==> config.mk <==
export PLATFORM = sky130hd
export DESIGN_NAME = telnet_receive_negotiator_unit
export DESIGN_NICKNAME = d
export VERILOG_FILES = /design/src/design/tlnt_pkg.sv /design/src/design/tlnt_front.sv /design/src/design/tlnt_queue.sv /design/src/design/tlnt_back.sv /design/src/design/telnet_receive_negotiator_unit.sv
export VERILOG_INCLUDE_DIRS = /design/src /design/src/design
export SDC_FILE = /design/constraint.sdc
export NUM_CORES = 1
export LEC_CHECK = 0
export ABC_AREA = 1
export BUFFER_PORTS_ARGS = -buffer_cell sky130_fd_sc_hd__buf_2
export CAP_MARGIN = 20
export CORE_ASPECT_RATIO = 1.5
export CORE_MARGIN = 1.5
export CORE_UTILIZATION = 55
export DETAILED_ROUTE_END_ITERATION = 10
export PLACE_DENSITY = 0.72
export SKIP_CTS_REPAIR_TIMING = 1
export SLEW_MARGIN = 5
export SYNTH_ARGS = -nofsm -noshare
export SYNTH_HDL_FRONTEND = slang
export SYNTH_SLANG_ARGS = --single-unit
==> constraint.sdc <==
create_clock -name clk_i -period 3.8 [get_ports clk_i]
set_clock_uncertainty 0.15 [all_clocks]
set_input_delay 0 -clock clk_i [delete_from_list [all_inputs] [get_ports clk_i]]
set_output_delay 0 -clock clk_i [all_outputs]
set_load 0.02 [all_outputs]
==> src/design/assert_macros.svh <==
// assertion macros shared by the design files
`ifndef ASSERT_MACROS_SVH
`define ASSERT_MACROS_SVH

`ifndef SYNTHESIS

// property must hold at every clock edge outside reset
`define ASSERT_CLK(name, clk, rst_n, prop, msg) \
  name: assert property (@(posedge clk) disable iff (!rst_n) (prop)) else $error(msg);

// condition must never be true outside reset
`define ASSERT_NEVER(name, clk, rst_n, cond, msg) \
  name: assert property (@(posedge clk) disable iff (!rst_n) !(cond)) else $error(msg);

`else

`define ASSERT_CLK(name, clk, rst_n, prop, msg)
`define ASSERT_NEVER(name, clk, rst_n, cond, msg)

`endif

`endif

==> src/design/tlnt_pkg.sv <==
package tlnt_pkg;

  // telnet command bytes
  localparam logic [7:0] B_IAC  = 8'd255;
  localparam logic [7:0] B_DONT = 8'd254;
  localparam logic [7:0] B_DO   = 8'd253;
  localparam logic [7:0] B_WONT = 8'd252;
  localparam logic [7:0] B_WILL = 8'd251;
  localparam logic [7:0] B_SB   = 8'd250;
  localparam logic [7:0] B_SE   = 8'd240;

  // option codes and subnegotiation codes
  localparam logic [7:0] OPT_ECHO  = 8'd1;
  localparam logic [7:0] OPT_SGA   = 8'd3;
  localparam logic [7:0] OPT_TTYPE = 8'd24;
  localparam logic [7:0] TT_IS     = 8'd0;
  localparam logic [7:0] TT_SEND   = 8'd1;

  // plain data bytes with a special meaning
  localparam logic [7:0] C_CR    = 8'd13;
  localparam logic [7:0] C_LF    = 8'd10;
  localparam logic [7:0] C_BS    = 8'd8;
  localparam logic [7:0] C_DEL   = 8'd127;
  localparam logic [7:0] C_SPACE = 8'd32;

  // result action codes
  localparam logic [2:0] ACT_SEND = 3'd0;
  localparam logic [2:0] ACT_SHOW = 3'd1;
  localparam logic [2:0] ACT_CR   = 3'd2;
  localparam logic [2:0] ACT_LF   = 3'd3;
  localparam logic [2:0] ACT_BS   = 3'd4;

  // result run lengths
  localparam int unsigned SeqW       = 4;
  localparam logic [SeqW-1:0] LEN_ONE   = 4'd1;
  localparam logic [SeqW-1:0] LEN_REPLY = 4'd3;
  localparam logic [SeqW-1:0] LEN_TTYPE = 4'd10;
  localparam logic [SeqW-1:0] LEN_BOTH  = 4'd13;

  // job queue between front and back
  localparam int unsigned QDepth = 4;
  localparam int unsigned QPtrW  = $clog2(QDepth);
  localparam int unsigned QCntW  = $clog2(QDepth + 1);

  // what the back end has to send for one input byte
  typedef enum logic [1:0] {
    JOB_ONE,       // single display or show result
    JOB_REPLY,     // IAC verb option
    JOB_REPLY_TT,  // IAC WILL TTYPE, then the ttype subnegotiation
    JOB_TTYPE      // ttype subnegotiation alone
  } job_kind_e;

  typedef struct packed {
    job_kind_e  kind;
    logic [2:0] act;
    logic [7:0] verb;
    logic [7:0] data;
    logic       sga_on;
    logic       echo_off;
  } job_t;

  // IAC SB TTYPE IS "ANSI" IAC SE
  function automatic logic [7:0] ttype_byte(logic [SeqW-1:0] idx);
    logic [7:0] b;
    case (idx)
      4'd0:    b = B_IAC;
      4'd1:    b = B_SB;
      4'd2:    b = OPT_TTYPE;
      4'd3:    b = TT_IS;
      4'd4:    b = 8'h41;
      4'd5:    b = 8'h4e;
      4'd6:    b = 8'h53;
      4'd7:    b = 8'h49;
      4'd8:    b = B_IAC;
      4'd9:    b = B_SE;
      default: b = 8'h00;
    endcase
    return b;
  endfunction

endpackage

==> src/design/tlnt_front.sv <==
`include "assert_macros.svh"

module tlnt_front (
  input  logic          clk_i,
  input  logic          rst_ni,
  input  logic          take_i,
  input  logic [7:0]    rx_byte_i,
  input  logic          full_i,
  output logic          push_o,
  output tlnt_pkg::job_t job_o
);
  import tlnt_pkg::*;

  typedef enum logic [1:0] {
    PH_DATA,
    PH_IAC,
    PH_VERB
  } phase_e;

  phase_e     phase_q, phase_d;
  logic [7:0] verb_q, verb_d;
  logic       subneg_q, subneg_d;
  logic       sopt_v_q, sopt_v_d;
  logic [7:0] sopt_q, sopt_d;
  logic       sverb_v_q, sverb_v_d;
  logic [7:0] sverb_q, sverb_d;
  logic       char_q, char_d;
  logic       echo_q, echo_d;
  logic       push;
  job_kind_e  kind;
  logic [2:0] act;
  logic [7:0] rverb;
  logic [7:0] data;

  // classify the byte and work out the next parser state
  always_comb begin
    phase_d   = phase_q;
    verb_d    = verb_q;
    subneg_d  = subneg_q;
    sopt_v_d  = sopt_v_q;
    sopt_d    = sopt_q;
    sverb_v_d = sverb_v_q;
    sverb_d   = sverb_q;
    char_d    = char_q;
    echo_d    = echo_q;
    push      = 1'b0;
    kind      = JOB_ONE;
    act       = ACT_SEND;
    rverb     = 8'h00;
    data      = 8'h00;

    if (subneg_q) begin
      // inside a subnegotiation
      if (phase_q == PH_IAC) begin
        phase_d = PH_DATA;
        if (rx_byte_i == B_SE) begin
          subneg_d = 1'b0;
          if (sopt_v_q && sopt_q == OPT_TTYPE && sverb_v_q && sverb_q == TT_SEND) begin
            push = 1'b1;
            kind = JOB_TTYPE;
          end
        end
      end else if (rx_byte_i == B_IAC) begin
        phase_d = PH_IAC;
      end else if (!sopt_v_q) begin
        sopt_v_d = 1'b1;
        sopt_d   = rx_byte_i;
      end else if (!sverb_v_q) begin
        sverb_v_d = 1'b1;
        sverb_d   = rx_byte_i;
      end
    end else begin
      unique case (phase_q)
        PH_IAC: begin
          phase_d = PH_DATA;
          if (rx_byte_i == B_IAC) begin
            push = 1'b1;
            act  = ACT_SHOW;
            data = B_IAC;
          end else if (rx_byte_i == B_SB) begin
            subneg_d  = 1'b1;
            sopt_v_d  = 1'b0;
            sopt_d    = 8'h00;
            sverb_v_d = 1'b0;
            sverb_d   = 8'h00;
          end else if (rx_byte_i == B_WILL || rx_byte_i == B_WONT ||
                       rx_byte_i == B_DO || rx_byte_i == B_DONT) begin
            verb_d  = rx_byte_i;
            phase_d = PH_VERB;
          end
        end
        PH_VERB: begin
          // option policy
          phase_d = PH_DATA;
          push    = 1'b1;
          kind    = JOB_REPLY;
          data    = rx_byte_i;
          if (rx_byte_i == OPT_ECHO) begin
            if (verb_q == B_WILL) begin
              echo_d = 1'b1;
              rverb  = B_DO;
            end else if (verb_q == B_WONT) begin
              echo_d = 1'b0;
              rverb  = B_DONT;
            end else begin
              rverb  = B_WONT;
            end
          end else if (rx_byte_i == OPT_SGA) begin
            if (verb_q == B_WILL) begin
              char_d = 1'b1;
              rverb  = B_DO;
            end else if (verb_q == B_WONT) begin
              char_d = 1'b0;
              rverb  = B_DONT;
            end else if (verb_q == B_DO) begin
              char_d = 1'b1;
              rverb  = B_WILL;
            end else begin
              char_d = 1'b0;
              rverb  = B_WONT;
            end
          end else if (rx_byte_i == OPT_TTYPE) begin
            if (verb_q == B_DO) begin
              kind  = JOB_REPLY_TT;
              rverb = B_WILL;
            end else if (verb_q == B_WILL) begin
              rverb = B_DONT;
            end else begin
              rverb = B_WONT;
            end
          end else if (verb_q == B_WILL) begin
            rverb = B_DONT;
          end else if (verb_q == B_DO) begin
            rverb = B_WONT;
          end else begin
            push = 1'b0;
          end
        end
        default: begin
          // plain data
          phase_d = PH_DATA;
          if (rx_byte_i == B_IAC) begin
            phase_d = PH_IAC;
          end else if (rx_byte_i == C_CR) begin
            push = 1'b1;
            act  = ACT_CR;
          end else if (rx_byte_i == C_LF) begin
            push = 1'b1;
            act  = ACT_LF;
          end else if (rx_byte_i == C_BS || rx_byte_i == C_DEL) begin
            push = 1'b1;
            act  = ACT_BS;
          end else if (rx_byte_i >= C_SPACE) begin
            push = 1'b1;
            act  = ACT_SHOW;
            data = rx_byte_i;
          end
        end
      endcase
    end
  end

  // parser state
  always_ff @(posedge clk_i or negedge rst_ni) begin
    if (!rst_ni) begin
      phase_q   <= PH_DATA;
      verb_q    <= 8'h00;
      subneg_q  <= 1'b0;
      sopt_v_q  <= 1'b0;
      sopt_q    <= 8'h00;
      sverb_v_q <= 1'b0;
      sverb_q   <= 8'h00;
      char_q    <= 1'b0;
      echo_q    <= 1'b0;
    end else if (take_i) begin
      phase_q   <= phase_d;
      verb_q    <= verb_d;
      subneg_q  <= subneg_d;
      sopt_v_q  <= sopt_v_d;
      sopt_q    <= sopt_d;
      sverb_v_q <= sverb_v_d;
      sverb_q   <= sverb_d;
      char_q    <= char_d;
      echo_q    <= echo_d;
    end
  end

  assign push_o = take_i & push;
  assign job_o  = '{kind: kind, act: act, verb: rverb, data: data,
                    sga_on: char_d, echo_off: echo_d};

  `ASSERT_NEVER(a_front_push_full, clk_i, rst_ni, push_o && full_i, "push into full queue")
  `ASSERT_NEVER(a_front_subneg_verb, clk_i, rst_ni, subneg_q && phase_q == PH_VERB,
                "verb phase inside subnegotiation")

endmodule

==> src/design/tlnt_queue.sv <==
`include "assert_macros.svh"

module tlnt_queue (
  input  logic           clk_i,
  input  logic           rst_ni,
  input  logic           push_i,
  input  tlnt_pkg::job_t job_i,
  input  logic           pop_i,
  output tlnt_pkg::job_t job_o,
  output logic           full_o,
  output logic           empty_o
);
  import tlnt_pkg::*;

  job_t             mem_q [QDepth];
  logic [QPtrW-1:0] wr_q, wr_d;
  logic [QPtrW-1:0] rd_q, rd_d;
  logic [QCntW-1:0] cnt_q, cnt_d;

  // pointers and fill count
  always_comb begin
    wr_d  = push_i ? wr_q + 1'b1 : wr_q;
    rd_d  = pop_i ? rd_q + 1'b1 : rd_q;
    cnt_d = cnt_q;
    if (push_i && !pop_i) begin
      cnt_d = cnt_q + 1'b1;
    end else if (pop_i && !push_i) begin
      cnt_d = cnt_q - 1'b1;
    end
  end

  always_ff @(posedge clk_i or negedge rst_ni) begin
    if (!rst_ni) begin
      wr_q  <= '0;
      rd_q  <= '0;
      cnt_q <= '0;
    end else begin
      wr_q  <= wr_d;
      rd_q  <= rd_d;
      cnt_q <= cnt_d;
    end
  end

  // job storage
  always_ff @(posedge clk_i) begin
    if (push_i) begin
      mem_q[wr_q] <= job_i;
    end
  end

  assign job_o   = mem_q[rd_q];
  assign full_o  = (cnt_q == QCntW'(QDepth));
  assign empty_o = (cnt_q == '0);

  `ASSERT_NEVER(a_queue_pop_empty, clk_i, rst_ni, pop_i && empty_o, "pop from empty queue")
  `ASSERT_CLK(a_queue_cnt_range, clk_i, rst_ni, cnt_q <= QCntW'(QDepth), "queue count overrun")

endmodule

==> src/design/tlnt_back.sv <==
`include "assert_macros.svh"

module tlnt_back (
  input  logic           clk_i,
  input  logic           rst_ni,
  input  tlnt_pkg::job_t job_i,
  input  logic           empty_i,
  output logic           pop_o,
  output logic           out_valid_o,
  input  logic           out_stall_i,
  output logic [2:0]     action_o,
  output logic [7:0]     data_byte_o,
  output logic           last_of_run_o,
  output logic           char_mode_flag_o,
  output logic           no_echo_flag_o
);
  import tlnt_pkg::*;

  logic [SeqW-1:0] idx_q, idx_d;
  logic            vld_q, vld_d;
  logic [2:0]      act_q;
  logic [7:0]      data_q;
  logic            last_q, cm_q, eo_q;
  logic            load;
  logic [SeqW-1:0] len;
  logic            last;
  logic [2:0]      act;
  logic [7:0]      data;

  // run length of the current job
  always_comb begin
    case (job_i.kind)
      JOB_REPLY:    len = LEN_REPLY;
      JOB_REPLY_TT: len = LEN_BOTH;
      JOB_TTYPE:    len = LEN_TTYPE;
      default:      len = LEN_ONE;
    endcase
  end

  // pick the result byte at the current run position
  always_comb begin
    act  = ACT_SEND;
    data = 8'h00;
    case (job_i.kind)
      JOB_ONE: begin
        act  = job_i.act;
        data = job_i.data;
      end
      JOB_TTYPE: begin
        data = ttype_byte(idx_q);
      end
      default: begin
        if (idx_q == 4'd0) begin
          data = B_IAC;
        end else if (idx_q == 4'd1) begin
          data = job_i.verb;
        end else if (idx_q == 4'd2) begin
          data = job_i.data;
        end else begin
          data = ttype_byte(idx_q - LEN_REPLY);
        end
      end
    endcase
  end

  assign last  = (idx_q == len - 1'b1);
  assign load  = !empty_i && (!vld_q || !out_stall_i);
  assign pop_o = load && last;

  always_comb begin
    idx_d = idx_q;
    vld_d = vld_q;
    if (load) begin
      idx_d = last ? '0 : idx_q + 1'b1;
      vld_d = 1'b1;
    end else if (!out_stall_i) begin
      vld_d = 1'b0;
    end
  end

  // run position and output register
  always_ff @(posedge clk_i or negedge rst_ni) begin
    if (!rst_ni) begin
      idx_q <= '0;
      vld_q <= 1'b0;
    end else begin
      idx_q <= idx_d;
      vld_q <= vld_d;
    end
  end

  always_ff @(posedge clk_i) begin
    if (load) begin
      act_q  <= act;
      data_q <= data;
      last_q <= last;
      cm_q   <= job_i.sga_on;
      eo_q   <= job_i.echo_off;
    end
  end

  assign out_valid_o      = vld_q;
  assign action_o         = act_q;
  assign data_byte_o      = data_q;
  assign last_of_run_o    = last_q;
  assign char_mode_flag_o = cm_q;
  assign no_echo_flag_o   = eo_q;

  `ASSERT_CLK(a_back_mid_run, clk_i, rst_ni, idx_q != '0 |-> !empty_i,
              "job left the queue in the middle of a run")
  `ASSERT_CLK(a_back_step, clk_i, rst_ni, load && !last |=> idx_q == $past(idx_q) + 1'b1,
              "run position did not advance")

endmodule

==> src/design/telnet_receive_negotiator_unit.sv <==
// channel | direction | handshake                | payload
// in      | input     | in_valid_i / in_stall_o   | rx_byte_i
// out     | output    | out_valid_o / out_stall_i | action_o, data_byte_o, last_of_run_o,
//         |           |                           | char_mode_flag_o, no_echo_flag_o
//
// one received byte is taken per cycle while the four-entry job queue has room
// each byte with results leaves one job; the back end sends one result per cycle while
// out_stall_i is low, so a run is 1 result, an option reply 3, a ttype answer 10 or 13
// out_stall_i holds the back end; input stalls only when the queue is full
// reset clears parser state, queue pointers and the output valid at once
module telnet_receive_negotiator_unit (
  input  logic       clk_i,
  input  logic       rst_ni,
  input  logic       in_valid_i,
  output logic       in_stall_o,
  input  logic [7:0] rx_byte_i,
  output logic       out_valid_o,
  input  logic       out_stall_i,
  output logic [2:0] action_o,
  output logic [7:0] data_byte_o,
  output logic       last_of_run_o,
  output logic       char_mode_flag_o,
  output logic       no_echo_flag_o
);
  import tlnt_pkg::*;

  logic full, empty, push, pop, take;
  job_t job_in, job_out;

  assign in_stall_o = full;
  assign take       = in_valid_i && !full;

  // parser and option policy
  tlnt_front u_front (
    .clk_i     (clk_i),
    .rst_ni    (rst_ni),
    .take_i    (take),
    .rx_byte_i (rx_byte_i),
    .full_i    (full),
    .push_o    (push),
    .job_o     (job_in)
  );

  // job queue
  tlnt_queue u_queue (
    .clk_i   (clk_i),
    .rst_ni  (rst_ni),
    .push_i  (push),
    .job_i   (job_in),
    .pop_i   (pop),
    .job_o   (job_out),
    .full_o  (full),
    .empty_o (empty)
  );

  // result sequencer
  tlnt_back u_back (
    .clk_i            (clk_i),
    .rst_ni           (rst_ni),
    .job_i            (job_out),
    .empty_i          (empty),
    .pop_o            (pop),
    .out_valid_o      (out_valid_o),
    .out_stall_i      (out_stall_i),
    .action_o         (action_o),
    .data_byte_o      (data_byte_o),
    .last_of_run_o    (last_of_run_o),
    .char_mode_flag_o (char_mode_flag_o),
    .no_echo_flag_o   (no_echo_flag_o)
  );

endmodule
# --- Word-level counts from Yosys, hierarchy flattened ---
# Memories as Yosys holds them, arrays and structs flattened.
# Cells that the tools add are included.
word_totals:
  ramBits: 92
  memories: 3
  out_inout_bits: 16
  reg_bits: 57
  input_bits: 12
  rom_bits: 256
mem_list:
  columns: ["name", "depth", "width", "rd", "rd_clocked_by_memory_dff", "write_ports", "line_no", "rtl"]
  rows:
  - ["(name not given)", 16, 8, 1, 0, 0, "tlnt_pkg.sv:65", "case (idx)"]
  - ["(name not given)", 16, 8, 1, 0, 0, "tlnt_pkg.sv:65", null]
  - ["u_queue.mem_q", 4, 23, 1, 0, 1, "tlnt_queue.sv:15", "job_t mem_q [QDepth];"]
classes:
  n_addsub: 7
  magnitude_cmp: 1
  muxes: 114
  n_reduce_logical: 32
  n_eq_ne: 35
  n_bitwise: 4
op_table:
  columns: ["operator", "count"]
  rows:
  - ["$mux W8", 33]
  - ["$eq A8 B8 Y1 const B", 10]
  - ["$mux W1", 49]
  - ["$mux W2", 17]
  - ["$pmux W8 S2", 2]
  - ["$eq A8 B4 Y1 const B", 3]
  - ["$mux W3", 8]
  - ["$eq A8 B1 Y1 const B", 2]
  - ["$eq A8 B5 Y1 const B", 2]
  - ["$reduce_and A7 Y1", 2]
  - ["$pmux W4 S3", 1]
  - ["$reduce_and A6 Y1", 2]
  - ["$eq A8 B2 Y1 const B", 1]
  - ["$eq A8 B7 Y1 const B", 1]
  - ["$ge A8 B6 Y1 const B", 1]
  - ["$logic_and A1 B1 Y1", 8]
  - ["$reduce_and A8 Y1", 1]
  - ["$reduce_bool A2 Y1", 4]
  - ["$eq A2 B2 Y1 const B", 3]
  - ["$logic_not A1 Y1", 6]
  - ["$ne A2 B1 Y1 const B", 3]
  - ["$ne A2 B2 Y1 const B", 3]
  - ["$pmux W3 S2", 1]
  - ["$logic_or A1 B1 Y1", 5]
  - ["21 further kinds", 25]

# --- Longest topological paths before layout ---
# Gate-level depths: netlist of the first run.
logic_depth:
  ltp_word: 13
  mapped_depth: 18

# --- Cells and area by module ---
# Synthesis of the first run repeated with hierarchy kept, for this count alone.
hier_totals:
  hier_cells: 790
  area_unflattened_um2: 8086.5
by_module_without_submodules:
  columns: ["module", "instances", "area_each_um2", "cells_per_inst", "seq_area_each_um2"]
  rows:
  - ["tlnt_queue", 1, 4350.4, 315, 2937.8]
  - ["tlnt_front", 1, 2169.6, 291, 775.7]
  - ["tlnt_back", 1, 1556.5, 182, 545.5]
  - ["telnet_receive_negotiator_unit", 1, 10.0, 2, 0.0]

# --- Worst setup path after synthesis of the first run ---
# No wires, ideal clock.
synth_path:
  kind: "reg-to-reg"
  startpoint: "register u_queue.rd_q[1]"
  endpoint: "register u_queue.cnt_q[2]"
  arrival_time_ns: 3.229
  period_less_slack_ns: 3.510
  stages_incl_launch_ff: 19
  setup_ns: 0.131
  slack_ns: 0.290
  path_cell_list: "dfrtp_1 inv_1 buf_2 buf_1 a21oi_1 a32oi_1 inv_1 ha_1 inv_1 o21ai_0 xor2_1 nor2_1 nand2_1 ha_1 inv_1 fa_1 a21oi_1 o21ai_0 xor2_1"
synth_between:
  elab_chain_cells: 9
  word_cells_on_any_way: 13
  cone_classes: "1 x add/sub; 4 x eq/ne; 2 x mux; 5 x reduce/logical; 1 x memory"
synth_rtl:
  columns: ["element", "line_no", "rtl"]
  rows:
  - ["start, declared", "tlnt_queue.sv:17", "logic [QPtrW-1:0] rd_q, rd_d;"]
  - ["start signal, assigned", "tlnt_queue.sv:39", "rd_q <= rd_d;"]
  - ["$mem_v2 Z4 W23 *", null, null]
  - ["$eq A2 B2 Y1 or $eq A2 B1 Y1 (tied branches)", "tlnt_back.sv:32", "case (job_i.kind)"]
  - ["$pmux W4 S3 *", "tlnt_back.sv:32", null]
  - ["$sub A4 B1 Y4 *", "tlnt_back.sv:66", "assign last = (idx_q == len - 1'b1);"]
  - ["$eq A4 B4 Y1 *", "tlnt_back.sv:66", null]
  - ["net u_back.last", "tlnt_back.sv:26", "logic last;"]
  - ["$logic_and A1 B1 Y1 *", "tlnt_back.sv:68", "assign pop_o = load && last;"]
  - ["$logic_not A1 Y1", "tlnt_queue.sv:25", "if (push_i && !pop_i) begin"]
  - ["$logic_and A1 B1 Y1", "tlnt_queue.sv:25", null]
  - ["$mux W3 or $reduce_bool A2 Y1 (tied branches)", null, null]
  - ["end signal, assigned", "tlnt_queue.sv:40", "cnt_q <= cnt_d;"]
  - ["end, declared", "tlnt_queue.sv:18", "logic [QCntW-1:0] cnt_q, cnt_d;"]
# Mark *: on every way through the listed nets, which the timed path passes. The rest lies on a longest branch.
# A chain may end at the register's enable or synchronous reset.

# --- Worst setup path in the final report of the first run ---
layout_path:
  startpoint: "register u_queue.rd_q[0]"
  endpoint: "register u_queue.cnt_q[1]"
layout_between:
  elab_chain_cells: 9
  word_cells_on_any_way: 13
  cone_classes: "1 x add/sub; 4 x eq/ne; 2 x mux; 5 x reduce/logical; 1 x memory"
layout_rtl:
  columns: ["element", "line_no"]
  rows:
  - ["$mem_v2 Z4 W23 *", null]
  - ["$eq A2 B2 Y1 or $eq A2 B1 Y1 (tied branches)", "tlnt_back.sv:32"]
  - ["$pmux W4 S3 *", "tlnt_back.sv:32"]
  - ["$sub A4 B1 Y4 *", "tlnt_back.sv:66"]
  - ["$eq A4 B4 Y1 *", "tlnt_back.sv:66"]
  - ["net u_back.last", "tlnt_back.sv:26"]
  - ["$logic_and A1 B1 Y1 *", "tlnt_back.sv:68"]
  - ["$logic_not A1 Y1 *", "tlnt_queue.sv:25"]
  - ["$logic_and A1 B1 Y1 *", "tlnt_queue.sv:25"]
  - ["$mux W3 *", "tlnt_queue.sv:25"]
  - ["net u_queue.cnt_d[1]", "tlnt_queue.sv:18"]
# Marked as above.

==> results of run 1 <==
==> routing by layer <==
| layer | track usage, % | wire, um | vias up |
|---|---|---|---|
| met5 | 0 | 0 | - |
| met4 | 11.4 | 418 | 0 |
| met3 | 5.06 | 598 | 29 |
| met2 | 47.1 | 8460 | 125 |
| met1 | 29.2 | 5850 | 2389 |
| li1 | - | - | 2445 |
==> cell usage in the layout, fill, tap and decap left out, types with 3 or more instances in the layout <==
master	netlist	layout
o21ai_2	12	12
xnor2_1	4	4
buf_2	8	27
dfrtp_1	43	43
buf_4	2	11
o21ai_0	69	69
ha_1	19	19
a31oi_1	6	6
clkinv_4	0	3
nand2_2	5	5
nand2_1	143	143
nor2_1	72	72
o22ai_1	7	7
inv_6	0	3
clkbuf_16	0	17
inv_1	65	65
a21oi_1	37	37
clkinv_1	2	3
o22a_1	4	4
clkinvlp_4	0	3
nor2_4	3	3
nand3_1	37	37
edfxtp_1	90	90
dlygate4sd3_1	0	13
xor2_1	3	3
nand4_1	4	4
nor3_1	7	7
==> final timing paths <==
path / startpoint / to / slack, ns / cells past startpoint
min reg2reg: u_front.verb_q[5] / u_front.verb_q[5] / 0.31 / 2
max in group asynchronous: rst_ni / u_front.sopt_q[2] / 2.27 / 4
min in group asynchronous: rst_ni / u_front.sopt_q[1] / 0.46 / 4
max: u_queue.rd_q[0] / u_queue.cnt_q[1] / 0.55 / 14
max reg2reg: u_queue.rd_q[0] / u_queue.cnt_q[1] / 0.55 / 14
min: out_stall_i / u_back.out_valid_o / 0.19 / 4
==> cells by family after synthesis <==
| group | Yosys count |
|---|---|
| AOI/OAI and AO/OA | 150 |
| xor gates and xnor gates | 7 |
| adders and majority gates | 20 |
| buffers and inverters | 87 |
| DFF | 133 |
| muxes | 2 |
| and+or+nand+nor | 283 |
==> final cells by class <==
type                            instances  share of cell area, %
Tap cell                              150                   2.47
Clock buffer                           19                   5.70
Clock inverter                         13                   1.65
Sequential cell                       133                   49.7
Multi-Input combinational cell        462                   32.2
Timing Repair Buffer                   52                   4.84
Inverter                               69                   3.41
==> through the flow <==
step           cells  hold WS (ns)  setup slack [ns]
2_1_floorplan    682        -0.446             0.290
3_3_place_gp     852        0.0401             0.660
3_5_place_dp     852        0.0578             0.545
4_1_cts          884        -0.384             0.515
5_1_grt          898         0.235             0.216
6_report         898         0.193             0.548
==> power by group through the flow <==
stage / Combinational (mW) / Sequential (mW) / Clock [mW]
2_1_floorplan: 1.53 / 2.17 / 0
3_3_place_gp: 2.23 / 2.09 / 0
3_5_place_dp: 2.28 / 2.10 / 0
4_1_cts: 2.29 / 2.07 / 1.55
5_1_grt: 2.57 / 2.10 / 1.61
6_report: 2.29 / 2.07 / 1.53
==> critical path: stages, from the launching register on <==
cell      delay [ns]
dfrtp_1         0.44
clkinv_1        0.12
nand2_1         0.06
a32oi_1         0.30
inv_1           0.14
ha_1            0.27
inv_1           0.08
o21ai_0         0.12
xor2_1          0.17
nor2_1          0.18
nand2_1         0.13
ha_1            0.20
inv_1           0.11
fa_1            0.40
mux2_2          0.27
==> cells in the mapped netlist (all sizes together) <==
library cell  count  area [sq um]
a211oi            2          15.0
a21boi            1          7.51
a21oi            38           194
a22oi             1          7.51
a2bb2oi           1          8.76
a31oi             6          37.5
a32o              1          10.0
a32oi             2          17.5
buf              13          77.6
clkbuf            5          20.0
clkinv            2          7.51
dfrtp            43          1080
edfxtp           90          2700
fa                1          20.0
ha               19           238
inv              67           251
mux2              2          22.5
nand2           149           579
nand3            38           195
nand3b            1          7.51
nand4             5          46.3
nor2             77           317
nor3              7          35.0
nor4              2          12.5
nor4b             1          8.76
o211ai            1          7.51
o21ai            82           467
o21bai            2          15.0
o22a              4          35.0
o22ai             7          43.8
o41ai             2          17.5
or2               2          12.5
or3               1          6.26
xnor2             4          35.0
xor2              3          26.3
==> sequential cells by signal (all words and copies together), names as in the netlist, 2 cells and up <==
signal,cells
u_back.data_byte_o,8
u_front.verb_q,8
u_queue.mem_q,76
u_queue.wr_q,2
u_queue.cnt_q,3
u_queue.rd_q,2
u_back.idx_q,4
u_front.phase_q,2
u_front.sverb_q,8
u_back.action_o,3
u_front.sopt_q,8
==> impl_metrics.yaml, run 1 <==
critical_path:
  path_class: "register to register"
  cp_data_arrival_time_ns: 3.39
  end_kind: "register"
  start_kind: "register"
  cp_max_fo: 7
  cp_data_required_time_ns: 3.94
floorplanning:
  fp.dieH_um: 137
  die_area_sq_mm: 0.0126
  boundaryPins: 28
  initial_core_util_pct: 56.8
  core-area_sq_mm: 0.0116
  rows: 48
  fp.dieW_um: 92.3
final_layout:
  antenna_cells: 0
  utilization_pct: 65.5
  nNetsFinal: 767
  multiInputGateArea_sq_mm: 0.00244
  fin_area_sq_mm: 0.00760
  syn_to_final_growth_pct: 15.4
  fillers: 924
  drive_gt1_share_pct: 13.5
  final-seq-area_sq_mm: 0.00378
clock_tree:
  clock-sinks: 133
  cts.path.max_buffers: 2
  insertion_delay_ns: 0.41
  clk_pin_slew_ns: 0.06
  htreeDepth: 4
  tritoncts: "built"
  cts_made_buffers: 17
  root_buffer: "clkbuf_16"
yosys:
  synthXorXnorAreaFrac_pct: 0.932
  synth_top_family_by_area: "simple AND/OR/NAND/NOR gates"
  synth.area.mux_share_pct: 0.342
  synth_compound_area_share_pct: 13.4
  synthAdderAreaFrac_pct: 3.92
  syn_area_sq_mm: 0.00658
  synth-simple-area-share_pct: 18.5
  syn_nets: 714
  syn_area_per_cell_sq_um: 9.65
  yosys.cell_types.count: 49
  netlist_instances: 682
  yosys_warnings: 0
  synth-seq-cells: 133
  ys_seq_area_share_pct: 57.4
sta:
  final_max_slew_viol_count: 0
  tightest_slew_ns: 0.952
  fin_setup_tns_ns: 0
  rsz0062_at_grt: "no"
  min_period_ns: 3.25
  setup_violations: 0
  timing.final.crit_share_pct: 85.6
  max-slew-margin-rel_pct: 35.9
  hold_viol: 0
  fmax_mhz: 308
pwr:
  peakVddDrop_v: 0.000330
  pwr-share-seq_pct: 35.2
  leakage_nw: 3.22
  clockPowerShare_pct: 25.9
  swShare_pct: 38.5
  power.switching_mw: 2.27
  pwr-share-comb_pct: 38.8
  power_density_mw_per_mm2: 775
  internal-power_mw: 3.62
  p_total_mw: 5.88
routing:
  drt-wirelength-per-cell_um: 17.1
  ant_nets: 0
  drtIter0Drc: 296
  drt-total-wl_um: 15300
  drt_pass1_iterations: 5
  vias_per_cell: 5.55
  vias: 4988
  route.detailed.drc: 0
place:
  postPlaceCellArea_sq_mm: 0.00689
  gp_congestion: 1.05
  dp_hpwl_um: 11100
  portBuffers: 27
grt:
  grt_pass1_wl_um: 24400
  grtUsageTotal_pct: 25.9
  grt_max_degree: 44
  antenna_found_initial: 0
  grt_pass1_vias: 4838
  overflow: 0
run_status:
  status: "complete, no violations"
min_path:
  hold_class: "input port to register"
job:
  cap_violations: 0
(Power assumes the default switching activity.)
==> run 2, diff against run 1 <==
Settings changed: CTS_BUF_LIST from default to sky130_fd_sc_hd__clkbuf_8.
==> impl_metrics.yaml, run 2 (synthesis gave the netlist of run 1 again) <==
critical_path:
  cp.depth: 15
  worst-path-buf-inv: 3
  slowest_stage: "dfrtp_1"
  end_kind: "register"
  path_class: "register to register"
  cp_data_required_time_ns: 3.97
  r2r_cells: 15
  cp_max_fo: 7
  path_delay_family: "adder cells"
  cp_data_arrival_time_ns: 3.44
  worstPathCellList: "clkinv_1, nand2_1, a32oi_1, inv_1, ha_1, o21ai_0, xor2_1, nor2_1, nand2_1, ha_1, inv_1, fa_1, a21oi_1, o21ai_0, xor2_1"
  crit_path_max_incr_delay_ns: 0.45
  start_kind: "register"
clock_tree:
  clk_pin_slew_ns: 0.07
  htreeDepth: 4
  clock-sinks: 133
  insertion_delay_ns: 0.45
  root_buffer: "clkbuf_8"
  tritoncts: "built"
  cts_made_buffers: 17
  cts.path.max_buffers: 2
final_layout:
  largest_reg_flops: 76
  top_register: "u_queue.mem_q"
  nNetsFinal: 767
  syn_to_final_growth_pct: 12.5
  mostFrequentLayoutCells: "143 x nand2_1, 90 x edfxtp_1, 72 x nor2_1"
  antenna_cells: 0
  final_cells: 898
  drive_gt1_share_pct: 13.5
  fillers: 946
  final_common_cell: "nand2_1"
  utilization_pct: 63.9
place:
  placed_cells: 852
  gp_congestion: 1.05
  portBuffers: 27
  dp_hpwl_um: 11100
  dp_slack_ns: 0.545
sta:
  fmax_mhz: 306
  tightest_slew_ns: 0.985
  max-slew-margin-rel_pct: 33.6
  rsz0062_at_grt: "no"
  final_max_slew_viol_count: 0
  setup_ws_ns: 0.531
  fin_setup_tns_ns: 0
  min_period_ns: 3.27
  hold_viol: 0
  setup_violations: 0
  timing.final.crit_share_pct: 86.0
pwr:
  swShare_pct: 40.8
  leakage_nw: 3.14
  clockPowerShare_pct: 20.0
  power.switching_mw: 2.22
  power_density_mw_per_mm2: 736
  pwr-share-comb_pct: 42.0
  internal-power_mw: 3.23
  pwr-share-seq_pct: 38.0
  peakVddDrop_v: 0.000283
run_status:
  status: "complete, no violations"
routing:
  ant_nets: 0
  drt-total-wl_um: 15300
  drtIter0Drc: 304
  drt-wirelength-per-cell_um: 17.1
  drt_pass1_iterations: 4
  vias_per_cell: 5.58
  vias: 5013
  route.detailed.drc: 0
floorplanning:
  boundaryPins: 28
  rows: 48
  fp.dieW_um: 92.3
  initial_core_util_pct: 56.8
  fp.dieH_um: 137
  core-area_sq_mm: 0.0116
  die_area_sq_mm: 0.0126
grt:
  grt_max_degree: 44
  grtUsageTotal_pct: 25.9
  grt_pass1_wl_um: 24400
  overflow: 0
  grt_pass1_vias: 4856
  grt_util_met3_pct: 4.33
  grt_busiest_layer: "met2"
  antenna_found_initial: 0
  gr-usage-met1_pct: 28.9
  use_met2_pct: 47.6
min_path:
  hold_class: "input port to register"
  min_path_cells: 4
job:
  cap_violations: 0
==> run 2: cell types whose count changed in the layout (fill, tap and decap cells not counted) <==
cell and change:
inv_1 +2, clkbuf_1 -2, clkbuf_16 -17, clkbuf_8 +17
==> run 2: area by class of cell <==
cell class	instances	area, sq um	share of cell area [%]
Multi-Input combinational cell	462	2440	33.0
Timing Repair Buffer	52	368	4.97
Sequential cell	133	3780	51.0
Clock buffer	17	234	3.16
Clock inverter	15	133	1.79
Tap cell	150	188	2.53
Inverter	69	259	3.50
==> run 2: per-stage QoR <==
step           cell area [sq um]  power (mW)  hold slack [ns]
2_1_floorplan               6580        3.70           -0.446
3_3_place_gp                6890        4.32           0.0401
3_5_place_dp                6890        4.38           0.0578
4_1_cts                     7250        5.47           -0.428
5_1_grt                     7400        5.83            0.194
6_report                    7400        5.45            0.162
==> run 2: power by group through the flow <==
| stage | combinational, mW | sequential [mW] | clock [mW] |
|---|---|---|---|
| floorplan | 1.53 | 2.17 | 0 |
| global placement | 2.23 | 2.09 | 0 |
| detailed placement | 2.28 | 2.10 | 0 |
| CTS | 2.29 | 2.07 | 1.11 |
| global route | 2.57 | 2.10 | 1.17 |
| finish | 2.29 | 2.07 | 1.09 |
==> run 2: worst min-delay path, cell delays in order <==
cell and delay, ns:
dlygate4sd3_1 0.52, buf_2 0.09, nand2_1 0.05, nand2_1 0.06
==> run 2: routing by layer <==
layer,routed length (um),vias up
li1,-,2438
met1,5980,2399
met2,8320,143
met3,563,33
met4,450,0
met5,0,-
==> run 2: worst paths after layout <==
path                                           end               from  slack, ns
worst min-delay path            u_back.out_valid_o        out_stall_i       0.16
worst max register to register    u_queue.cnt_q[2]    u_queue.rd_q[0]       0.53
worst min register to register   u_front.verb_q[5]  u_front.verb_q[5]       0.32
min in group asynchronous        u_front.sopt_q[1]             rst_ni       0.42
worst max-delay path              u_queue.cnt_q[2]    u_queue.rd_q[0]       0.53
max in group asynchronous       u_front.phase_q[0]             rst_ni       2.31
==> run 3, diff against run 2 <==
Settings changed: RECOVER_POWER from default to 25.
==> impl_metrics.yaml, run 3 (synthesis gave the netlist of run 1 again) <==
pwr:
  pwr-share-seq_pct: 38.2
  pwr-share-comb_pct: 41.7
  p_total_mw: 5.42
  swShare_pct: 41.0
  power.switching_mw: 2.22
  peakVddDrop_v: 0.000282
  power_density_mw_per_mm2: 736
  leakage_nw: 3.08
  clockPowerShare_pct: 20.1
  internal-power_mw: 3.20
min_path:
  hold_class: "input port to register"
  min_path_cells: 4
routing:
  drt-total-wl_um: 15400
  ant_nets: 0
  drt-wirelength-per-cell_um: 17.1
  vias_per_cell: 5.61
  drtIter0Drc: 305
  route.detailed.drc: 0
  vias: 5040
  drt_pass1_iterations: 5
clock_tree:
  cts_made_buffers: 17
  root_buffer: "clkbuf_8"
  insertion_delay_ns: 0.44
  clock-sinks: 133
  tritoncts: "built"
  cts.path.max_buffers: 2
  htreeDepth: 4
  clk_pin_slew_ns: 0.07
run_status:
  status: "complete, but fails checks"
  violations: "capacitance limit, slew limit"
grt:
  grt_pass1_vias: 4856
  grt_max_degree: 44
  overflow: 0
  antenna_found_initial: 0
  grt_pass1_wl_um: 24400
  grtUsageTotal_pct: 25.9
floorplanning:
  core-area_sq_mm: 0.0116
  rows: 48
  initial_core_util_pct: 56.8
  die_area_sq_mm: 0.0126
  boundaryPins: 28
  fp.dieW_um: 92.3
  fp.dieH_um: 137
sta:
  max-slew-margin-rel_pct: -30.6
  hold_viol: 0
  whs_ns: 0.167
  timing.final.crit_share_pct: 87.0
  fmax_mhz: 303
  tightest_slew_ns: 1.96
  setup_violations: 0
  rsz0062_at_grt: "no"
  fin_setup_tns_ns: 0
  setup_ws_ns: 0.494
  final_max_slew_viol_count: 36
  min_period_ns: 3.31
final_layout:
  largest_reg_flops: 76
  mostFrequentLayoutCells: "143 x nand2_1, 90 x edfxtp_1, 72 x nor2_1"
  nNetsFinal: 767
  drive_gt1_share_pct: 11.0
  antenna_cells: 0
  final_cells: 898
  syn_to_final_growth_pct: 11.9
  final_common_cell: "nand2_1"
  fillers: 956
  top_register: "u_queue.mem_q"
critical_path:
  start_kind: "register"
  slowest_stage: "dfrtp_1"
  worstPathCellList: "clkinv_1, nand2_1, a32oi_1, inv_1, ha_1, inv_1, o21ai_0, xor2_1, nor2_1, nand2_1, ha_1, inv_1, fa_1, mux2_2"
  path_class: "register to register"
  end_kind: "register"
  path_delay_family: "adder cells"
  r2r_cells: 14
  worst-path-buf-inv: 4
  cp_max_fo: 7
  cpMostUsedCell: "inv_1"
  cp_data_arrival_time_ns: 3.48
  crit_path_max_incr_delay_ns: 0.44
  cp_data_required_time_ns: 3.97
  cp.depth: 14
place:
  dp_hpwl_um: 11100
  portBuffers: 27
  dp_slack_ns: 0.545
  placed_cells: 852
  gp_congestion: 1.05
job:
  cap_violations: 1
[run 3: cell types whose count changed in the layout (fill, tap and decap cells not counted), sizes merged]
cell / delta
buf: -19
clkbuf: +19
[run 3: power by group through the flow]
stage               Clock (mW)  Combinational (mW)  Sequential [mW]
floorplan                    0                1.53             2.17
global placement             0                2.23             2.09
detailed placement           0                2.28             2.10
CTS                       1.11                2.29             2.07
global route              1.17                2.53             2.10
finish                    1.09                2.26             2.07
[run 3: worst reg2reg max path, cell delays in order (launching register included)]
cell and delay, ns:
dfrtp_1 0.44, clkinv_1 0.12, nand2_1 0.05, a32oi_1 0.34, inv_1 0.12, ha_1 0.25
inv_1 0.08, o21ai_0 0.12, xor2_1 0.17, nor2_1 0.18, nand2_1 0.13, ha_1 0.25
inv_1 0.11, fa_1 0.41, mux2_2 0.27
[run 3: area by class of cell]
| class | count | area (sq um) | share of cell area, % |
|---|---|---|---|
| sequential | 133 | 3780 | 51.3 |
| multi-input combinational | 462 | 2440 | 33.2 |
| clock buffer | 17 | 234 | 3.18 |
| inverter | 69 | 259 | 3.52 |
| tap | 150 | 188 | 2.55 |
| timing repair buffer | 52 | 324 | 4.40 |
| clock inverter | 15 | 133 | 1.80 |
[run 3: layer usage]
layer | routed length, um | vias to the layer above | share of wire [%] | GRT usage (%)
met2 | 8380 | 163 | 54 | 47.6
met5 | 0 | - | 0 | 0
met3 | 634 | 29 | 4.1 | 4.33
met4 | 413 | 0 | 2.7 | 12.1
met1 | 5950 | 2405 | 39 | 28.9
li1 | - | 2443 | - | -
[run 3: final timing paths]
check                                       start                  to  slack [ns]
worst max-delay path              u_queue.rd_q[0]    u_queue.cnt_q[1]        0.49
worst min-delay path                  out_stall_i  u_back.out_valid_o        0.17
worst max register to register    u_queue.rd_q[0]    u_queue.cnt_q[1]        0.49
worst min register to register  u_front.verb_q[5]   u_front.verb_q[5]        0.32
max in group asynchronous                  rst_ni     u_back.idx_q[2]        1.24
min in group asynchronous                  rst_ni   u_front.sopt_q[4]        0.91
[run 3: metrics by stage]
step / area [sq um] / utilization (%)
2_1_floorplan: 6580 / -
3_3_place_gp: 6890 / 59.4
3_5_place_dp: 6890 / 59.4
4_1_cts: 7250 / 62.6
5_1_grt: 7360 / 63.5
6_report: 7360 / 63.5
